### src/rtl/core/rth_pkg.sv
package rth_pkg;

  localparam int HUE_BITS    = 15;
  localparam int SAT_BITS    = 16;
  localparam int QUOT_BITS   = 16;
  localparam int QUEUE_DEPTH = 4;

  localparam logic [HUE_BITS-1:0] HUE_SECTOR = 15'd3840;

  // sector base codes, named by the smallest component
  localparam logic [2:0] BASE_GREEN_MIN = 3'd1;
  localparam logic [2:0] BASE_RED_MIN   = 3'd3;
  localparam logic [2:0] BASE_BLUE_MIN  = 3'd5;

  typedef struct packed {
    logic [2:0] base;
    logic       neg;
    logic       grey;
  } rth_ctrl_t;

  function automatic logic [HUE_BITS-1:0] sector_offset(input logic [2:0] base);
    logic [HUE_BITS-1:0] off;
    case (base)
      BASE_GREEN_MIN: off = HUE_SECTOR;
      BASE_RED_MIN:   off = 15'd11520;
      BASE_BLUE_MIN:  off = 15'd19200;
      default:        off = '0;
    endcase
    return off;
  endfunction

endpackage

### src/rtl/core/rth_front.sv
module rth_front #(
  parameter int COMPONENT_BITS = 8
) (
  input  logic                      clk,
  input  logic                      rst,
  input  logic                      in_valid,
  output logic                      in_ready,
  input  logic [COMPONENT_BITS-1:0] red,
  input  logic [COMPONENT_BITS-1:0] green,
  input  logic [COMPONENT_BITS-1:0] blue,
  output logic                      out_valid,
  input  logic                      out_ready,
  output logic [COMPONENT_BITS-1:0] out_mx,
  output logic [COMPONENT_BITS-1:0] out_d,
  output logic [COMPONENT_BITS-1:0] out_mag,
  output rth_pkg::rth_ctrl_t        out_ctrl
);
  import rth_pkg::*;

  logic                      held;
  logic [COMPONENT_BITS-1:0] r;
  logic [COMPONENT_BITS-1:0] g;
  logic [COMPONENT_BITS-1:0] b;
  logic [COMPONENT_BITS-1:0] mn;
  logic [COMPONENT_BITS-1:0] mx;
  logic [COMPONENT_BITS-1:0] pos;
  logic [COMPONENT_BITS-1:0] negv;
  logic [2:0]                base;

  assign in_ready  = !held || out_ready;
  assign out_valid = held;

  always_ff @(posedge clk) begin
    if (rst) begin
      held <= 1'b0;
    end else if (in_ready) begin
      held <= in_valid;
    end
  end

  always_ff @(posedge clk) begin
    if (in_ready && in_valid) begin
      r <= red;
      g <= green;
      b <= blue;
    end
  end

  // classify: extremes, sector and delta magnitude
  always_comb begin
    mn = r;
    if (g < mn) mn = g;
    if (b < mn) mn = b;
    mx = r;
    if (g > mx) mx = g;
    if (b > mx) mx = b;
    if (mn == r) begin
      base = BASE_RED_MIN;
      pos  = g;
      negv = b;
    end else if (mn == g) begin
      base = BASE_GREEN_MIN;
      pos  = b;
      negv = r;
    end else begin
      base = BASE_BLUE_MIN;
      pos  = r;
      negv = g;
    end
  end

  assign out_mx        = mx;
  assign out_d         = mx - mn;
  assign out_mag       = (pos >= negv) ? (pos - negv) : (negv - pos);
  assign out_ctrl.base = base;
  assign out_ctrl.neg  = (pos < negv);
  assign out_ctrl.grey = (mx == mn);

endmodule

### src/rtl/core/rth_queue.sv
module rth_queue #(
  parameter int DATA_BITS = 24
) (
  input  logic                 clk,
  input  logic                 rst,
  input  logic                 in_valid,
  output logic                 in_ready,
  input  logic [DATA_BITS-1:0] in_data,
  input  rth_pkg::rth_ctrl_t   in_ctrl,
  output logic                 out_valid,
  input  logic                 out_ready,
  output logic [DATA_BITS-1:0] out_data,
  output rth_pkg::rth_ctrl_t   out_ctrl
);
  import rth_pkg::*;

  localparam int PTR_BITS = $clog2(QUEUE_DEPTH);
  localparam int CNT_BITS = $clog2(QUEUE_DEPTH + 1);

  logic [DATA_BITS-1:0] data_mem [QUEUE_DEPTH];
  rth_ctrl_t            ctrl_mem [QUEUE_DEPTH];
  logic [PTR_BITS-1:0]  wr_ptr;
  logic [PTR_BITS-1:0]  rd_ptr;
  logic [CNT_BITS-1:0]  count;
  logic                 push;
  logic                 pop;

  assign in_ready  = (count != CNT_BITS'(QUEUE_DEPTH));
  assign out_valid = (count != '0);
  assign push      = in_valid && in_ready;
  assign pop       = out_valid && out_ready;
  assign out_data  = data_mem[rd_ptr];
  assign out_ctrl  = ctrl_mem[rd_ptr];

  always_ff @(posedge clk) begin
    if (rst) begin
      wr_ptr <= '0;
      rd_ptr <= '0;
      count  <= '0;
    end else begin
      if (push) wr_ptr <= wr_ptr + 1'b1;
      if (pop) rd_ptr <= rd_ptr + 1'b1;
      if (push && !pop) count <= count + 1'b1;
      else if (pop && !push) count <= count - 1'b1;
    end
  end

  always_ff @(posedge clk) begin
    if (push) begin
      data_mem[wr_ptr] <= in_data;
      ctrl_mem[wr_ptr] <= in_ctrl;
    end
  end

endmodule

### src/rtl/core/rth_back.sv
module rth_back #(
  parameter int COMPONENT_BITS = 8
) (
  input  logic                      clk,
  input  logic                      rst,
  input  logic                      in_valid,
  output logic                      in_ready,
  input  logic [COMPONENT_BITS-1:0] in_mx,
  input  logic [COMPONENT_BITS-1:0] in_d,
  input  logic [COMPONENT_BITS-1:0] in_mag,
  input  rth_pkg::rth_ctrl_t        in_ctrl,
  output logic                      out_valid,
  input  logic                      out_ready,
  output logic [rth_pkg::HUE_BITS-1:0] hue,
  output logic [rth_pkg::SAT_BITS-1:0] saturation,
  output logic [COMPONENT_BITS-1:0] brightness
);
  import rth_pkg::*;

  localparam int W  = COMPONENT_BITS + QUOT_BITS;
  localparam int NS = QUOT_BITS;

  logic                      advance;
  logic [NS:0]               vld;
  logic [W-1:0]              rem_h [NS+1];
  logic [W-1:0]              rem_s [NS+1];
  logic [QUOT_BITS-1:0]      quo_h [NS+1];
  logic [QUOT_BITS-1:0]      quo_s [NS+1];
  logic [COMPONENT_BITS-1:0] dv    [NS+1];
  logic [COMPONENT_BITS-1:0] mxv   [NS+1];
  rth_ctrl_t                 ctl   [NS+1];
  logic [W-1:0]              num_h;
  logic [W-1:0]              num_s;
  logic [HUE_BITS-1:0]       off;
  logic [HUE_BITS-1:0]       qh;

  assign advance  = !out_valid || out_ready;
  assign in_ready = advance;

  // 3840*mag and 65535*d as shift and subtract
  assign num_h = (W'(in_mag) << 12) - (W'(in_mag) << 8);
  assign num_s = (W'(in_d) << QUOT_BITS) - W'(in_d);

  always_ff @(posedge clk) begin
    if (rst) begin
      vld       <= '0;
      out_valid <= 1'b0;
    end else if (advance) begin
      vld       <= {vld[NS-1:0], in_valid};
      out_valid <= vld[NS];
    end
  end

  always_ff @(posedge clk) begin
    if (advance) begin
      rem_h[0] <= num_h;
      rem_s[0] <= num_s;
      quo_h[0] <= '0;
      quo_s[0] <= '0;
      dv[0]    <= in_d;
      mxv[0]   <= in_mx;
      ctl[0]   <= in_ctrl;
      // one quotient bit per stage for both dividers
      for (int k = 1; k <= NS; k++) begin
        dv[k]  <= dv[k-1];
        mxv[k] <= mxv[k-1];
        ctl[k] <= ctl[k-1];
        if (rem_h[k-1] >= (W'(dv[k-1]) << (NS - k))) begin
          rem_h[k] <= rem_h[k-1] - (W'(dv[k-1]) << (NS - k));
          quo_h[k] <= quo_h[k-1] | (QUOT_BITS'(1) << (NS - k));
        end else begin
          rem_h[k] <= rem_h[k-1];
          quo_h[k] <= quo_h[k-1];
        end
        if (rem_s[k-1] >= (W'(mxv[k-1]) << (NS - k))) begin
          rem_s[k] <= rem_s[k-1] - (W'(mxv[k-1]) << (NS - k));
          quo_s[k] <= quo_s[k-1] | (QUOT_BITS'(1) << (NS - k));
        end else begin
          rem_s[k] <= rem_s[k-1];
          quo_s[k] <= quo_s[k-1];
        end
      end
    end
  end

  assign off = sector_offset(ctl[NS].base);
  assign qh  = quo_h[NS][HUE_BITS-1:0];

  always_ff @(posedge clk) begin
    if (advance) begin
      brightness <= mxv[NS];
      if (ctl[NS].grey) begin
        hue        <= '0;
        saturation <= '0;
      end else begin
        hue        <= ctl[NS].neg ? (off + qh) : (off - qh);
        saturation <= quo_s[NS];
      end
    end
  end

endmodule

### src/rtl/core/rgb_to_hsv.sv
// RGB to HSV pixel converter. Takes pixels on s_* and gives hue in 1/64 degree
// (0..23040), saturation scaled to 65535 and value (the largest component) on m_*, one item
// out for each item in. Sustained rate is one item per cycle while m_tready stays high. The path
// runs through one classify register, the 4-entry queue, one product stage,
// 16 stages of the pair of pipelined restoring dividers (one quotient bit each) and the output
// register. Grey pixels give hue and saturation 0. Reset has no effect on results.
module rgb_to_hsv #(
  parameter int COMPONENT_BITS = 8
) (
  input  logic clk,
  input  logic rst,
  input  logic s_tvalid,
  output logic s_tready,
  // red, green, blue
  input  logic [((3*COMPONENT_BITS+7)/8)*8-1:0] s_tdata,
  output logic m_tvalid,
  input  logic m_tready,
  // hue, saturation, brightness
  output logic [((rth_pkg::HUE_BITS+rth_pkg::SAT_BITS+COMPONENT_BITS+7)/8)*8-1:0] m_tdata
);
  import rth_pkg::*;

  localparam int CB     = COMPONENT_BITS;
  localparam int OUT_W  = ((HUE_BITS + SAT_BITS + CB + 7) / 8) * 8;
  localparam int DATA_W = 3 * CB;

  logic                f_valid;
  logic                f_ready;
  logic [CB-1:0]       f_mx;
  logic [CB-1:0]       f_d;
  logic [CB-1:0]       f_mag;
  rth_ctrl_t           f_ctrl;
  logic                q_valid;
  logic                q_ready;
  logic [DATA_W-1:0]   q_data;
  rth_ctrl_t           q_ctrl;
  logic [HUE_BITS-1:0] hue;
  logic [SAT_BITS-1:0] saturation;
  logic [CB-1:0]       brightness;

  rth_front #(.COMPONENT_BITS(CB)) u_front (
    .clk       (clk),
    .rst       (rst),
    .in_valid  (s_tvalid),
    .in_ready  (s_tready),
    .red       (s_tdata[CB-1:0]),
    .green     (s_tdata[2*CB-1:CB]),
    .blue      (s_tdata[3*CB-1:2*CB]),
    .out_valid (f_valid),
    .out_ready (f_ready),
    .out_mx    (f_mx),
    .out_d     (f_d),
    .out_mag   (f_mag),
    .out_ctrl  (f_ctrl)
  );

  rth_queue #(.DATA_BITS(DATA_W)) u_queue (
    .clk       (clk),
    .rst       (rst),
    .in_valid  (f_valid),
    .in_ready  (f_ready),
    .in_data   ({f_mag, f_d, f_mx}),
    .in_ctrl   (f_ctrl),
    .out_valid (q_valid),
    .out_ready (q_ready),
    .out_data  (q_data),
    .out_ctrl  (q_ctrl)
  );

  rth_back #(.COMPONENT_BITS(CB)) u_back (
    .clk        (clk),
    .rst        (rst),
    .in_valid   (q_valid),
    .in_ready   (q_ready),
    .in_mx      (q_data[CB-1:0]),
    .in_d       (q_data[2*CB-1:CB]),
    .in_mag     (q_data[3*CB-1:2*CB]),
    .in_ctrl    (q_ctrl),
    .out_valid  (m_tvalid),
    .out_ready  (m_tready),
    .hue        (hue),
    .saturation (saturation),
    .brightness (brightness)
  );

  assign m_tdata = OUT_W'({brightness, saturation, hue});

`ifndef SYNTHESIS
  a_hue_range: assert property (@(posedge clk) disable iff (rst)
    m_tvalid |-> (hue <= 15'd23040))
    else $error("hue out of range");

  a_grey_sat: assert property (@(posedge clk) disable iff (rst)
    (m_tvalid && (saturation == '0)) |-> (hue == '0))
    else $error("zero saturation with nonzero hue");

  a_black: assert property (@(posedge clk) disable iff (rst)
    (m_tvalid && (brightness == '0)) |-> (saturation == '0))
    else $error("black pixel with nonzero saturation");
`endif

endmodule

### config.mk
export PLATFORM = sky130hd
export DESIGN_NAME = rgb_to_hsv
export DESIGN_NICKNAME = d
export VERILOG_FILES = /design/src/rtl/core/rth_pkg.sv /design/src/rtl/core/rth_front.sv /design/src/rtl/core/rth_queue.sv /design/src/rtl/core/rth_back.sv /design/src/rtl/core/rgb_to_hsv.sv
export SDC_FILE = /design/constraint.sdc
export NUM_CORES = 2
export LEC_CHECK = 0
export BUFFER_PORTS_ARGS = -buffer_cell sky130_fd_sc_hd__buf_4
export CELL_PAD_IN_SITES_DETAIL_PLACEMENT = 0
export CELL_PAD_IN_SITES_GLOBAL_PLACEMENT = 1
export CORE_MARGIN = 3
export CORE_UTILIZATION = 48
export CTS_CLUSTER_DIAMETER = 100
export DETAILED_ROUTE_END_ITERATION = 10
export GPL_TIMING_DRIVEN = 0
export PLACE_DENSITY_LB_ADDON = 0.1
export SYNTH_ARGS = -nofsm -noshare
export SYNTH_HDL_FRONTEND = slang
export SYNTH_SLANG_ARGS = --single-unit
### constraint.sdc
create_clock -name clk -period 117.3 [get_ports clk]
set_input_delay 11.73 -clock clk [delete_from_list [all_inputs] [get_ports clk]]
set_output_delay 11.73 -clock clk [all_outputs]
set_load 0.02 [all_outputs]
==> results by group <==
Power and ir drop
  • Total power draw: 2.29 mW
  • Leak: 28.8 nW
  • Worst VDD drop: 0.0207 mV
  • Pwr per Cell Area: 30.6 nW/um^2

GRT
  • Largest net degree at the start of global routing: 44
  • Vias in the first global route: 37800
  • First-pass GRT wire length: 191000 microns
  • Initial antenna violation count: 2
  • Total global-route track usage: 16.9%
  • Grt ovf: 0

Yosys
  • Yosys warning total: 0
  • Area leader, netlist: edfxtp_1
  • Most common cell in the netlist: edfxtp_1
  • Synth unique cells: 85
  • Mapped Nets: 5355
  • Ys flop type: edfxtp_1
  • Mapped Area: 66300 sq um
  • Syn Inst Count: 4972
  • Syn_area_per_cell: 13.3 sq um
  • Post-synth EDFFs: 1408
  • Seq/Total Area, Yosys: 64.7%
  • Largest cells by area after synthesis: edfxtp_1 64%, ha_1 6.0%, xnor2_1 2.9%
  • Share of the synthesized area in the top cell type: 63.8%
  • Fraction of registers with async set/reset: 0%
  • Post-synth top cells: 1408 x edfxtp_1, 481 x inv_1, 334 x nor2_1
  • FF+latch count, synth: 1436

Worst setup path
  • FF-to-FF End: u_queue.data_mem[1][23]
  • CP Data Required Time: 117800 ps
  • R2R setup slack: 107710 ps
  • Crit. End Element: register
  • Crit Path Category: in -> reg
  • CP Launch Type: input pin
  • R2r startpoint: u_front.r[5]
  • Worst reg-to-reg path cell count: 34
  • CP Max Fanout: 42
  • WP data arrival: 17280 ps

Floorplanning
  • Chip width: 378 microns
  • Core ar.: 136000 sq um
  • Die area: 143000 sq um
  • Num rows: 135
  • Starting Density: 48.6%
  • Die Height: 378 microns
  • Top Ports: 70

CTS
  • Reg clk slew, reported paths: 60 ps
  • Post-CTS Setup Repair Bufs: 0
  • H-tree levels: 4
  • Worst-Skew Late Latency: 760 ps
  • CTS resizes: 0
  • CTS root buffer: clkbuf_16
  • Max Root-Sink Buffers: 3
  • CTS tree: done
  • Clk sinks: 1436
  • Hold-fix buffers, CTS: 0
  • CTS buffer count: 154

Place
  • Placement-stage cell area: 69700 sq um
  • IO buf count: 67
  • Cells after DPL: 6857
  • HPWL after DPL: 88400 microns
  • Gpl congestion: 0.862
  • Worst setup slack after placement: 99500 ps

Timing
  • Worst hold margin: 409 ps
  • Post-layout min period: 16780 ps
  • Total negative slack: 0 ps
  • Period utilization: 14.3%
  • Final setup violation count: 0
  • Tightest Pin Transition: 1420 ps
  • Endpoints failing hold: 0
  • Achievable frequency: 59.6 MHz
  • Unrepaired setup endpoints after global routing: no
  • Max-slew violation count: 0
  • Clock skew: 19.6 ps
  • Post-route setup slack: 100520 ps
  • Slew HR: 4.77%

Detailed routing
  • Via density: 5.15
  • Post-DRT Antenna Nets: 0
  • DR vias: 36800
  • First drt pass iteration count: 5
  • Initial DRC count: 1570
  • Total Wirelength: 118000 microns
  • Routed WL per cell: 16.5 microns
  • DRC Markers: 0

Layout
  • Final Util: 54.8%
  • Nets@finish: 5615
  • Inserted Diodes: 0
  • Fin cells: 7139
  • Share of layout cells above drive strength 1: 8.17%
  • P&R area growth vs syn: 12.7%
  • Final Cell Area: 74700 sq um

Hold path
  • Worst hold path type: reg -> reg
  • Hold path depth: 0
  • Hold Startpoint: u_back.quo_s[12][4]
  • Hold path endpoint: u_back.quo_s[13][4]

Run
  • Max Cap Viol: 0

Run status
  • Status: finished, final reports clean
layout make-up:
cell class,instances,area (sq um)
buffer,79,329
clock buffer,195,4060
clock inverter,87,876
fill,11300,61600
inverter,483,1810
multi-input combinational,2974,21300
sequential,1436,42800
tap,1781,2230
timing repair buffer,104,1230
layer usage:
layer / share of wire [%] / up-vias / global-route usage [%]
li1: - / 18700 / -
met1: 38 / 17400 / 17.6
met2: 55 / 405 / 32.9
met3: 2.9 / 249 / 2.93
met4: 3.8 / 2 / 7.02
met5: 0.0076 / - / 0
sequential cells by signal, indices dropped and copies added, names as in the netlist, 3 cells and up, named ones only:
name,flops
u_back.brightness,8
u_back.ctl,68
u_back.dv,120
u_back.hue,15
u_back.mxv,136
u_back.quo_h,120
u_back.quo_s,136
u_back.rem_h,281
u_back.rem_s,372
u_back.saturation,16
u_back.vld,17
u_front.b,8
u_front.g,8
u_front.r,8
u_queue.count,3
u_queue.ctrl_mem,16
u_queue.data_mem,96
power breakdown:
group	leakage, nW	total, mW	switching, mW	internal (mW)
Combinational	12.1	0.823	0.447	0.376
Clock	2.39	0.468	0.193	0.275
Sequential	14.3	0.997	0.123	0.874
Total	28.8	2.29	0.763	1.52
worst max-delay path by stage:
stage	start	endpoint	slack [ps]	cells past startpoint
after CTS	m_tready	u_back.rem_h[15][23]	100310	15
after detailed placement	m_tready	u_back.rem_h[15][16]	99500	15
final	m_tready	u_back.rem_h[15][16]	100520	15
after global placement	m_tready	u_back.rem_s[15][17]	53900	7
after floorplan	m_tready	u_back.brightness[0]	68330	6
after global routing	m_tready	u_back.rem_h[15][23]	100230	15
placed cells by master, fill, tap and decap left out, types with 29 or more instances in the layout:
cell type / netlist / layout
fa_1: 35 / 35
mux2i_1: 53 / 53
nand4_1: 55 / 55
nand2b_1: 67 / 67
nor2b_1: 92 / 92
nand3_1: 60 / 60
a21boi_0: 53 / 53
nor4_1: 76 / 76
or3_1: 50 / 50
xnor2_1: 218 / 218
clkbuf_16: 0 / 155
nand2_1: 308 / 308
ha_1: 320 / 320
o31ai_1: 53 / 53
nor2_1: 334 / 334
clkbuf_1: 61 / 96
o21ai_0: 235 / 235
xor2_1: 174 / 174
o21a_1: 29 / 29
a21o_1: 83 / 83
inv_1: 481 / 481
a21oi_1: 242 / 242
buf_4: 1 / 69
nor3_1: 109 / 109
edfxtp_1: 1408 / 1408
clkinv_1: 2 / 32
buf_12: 0 / 35
kinds of logic after synthesis:
logic type | count (synthesis) | share of synthesized area (%)
adder cells (fa/ha/maj) | 355 | 7.10
AO/OA/AOI/OAI | 801 | 7.41
flip-flops | 1436 | 64.7
buffers and inverters | 562 | 3.23
other | 1 | 0.00566
XOR/XNOR | 392 | 5.18
multiplexers | 119 | 2.45
AND/OR/NAND/NOR | 1306 | 9.96
worst max-delay path, cell delays in order:
cell and delay [ps]:
buf_4 110, nor2b_1 690, clkbuf_1 970, clkbuf_2 740, inv_1 340, clkbuf_1 410, buf_2 470, buf_12 290
buf_12 220, buf_12 200, buf_12 190, buf_12 210, buf_12 200, buf_12 200, buf_12 190
Note: power is estimated with default switching activity, not from simulation.
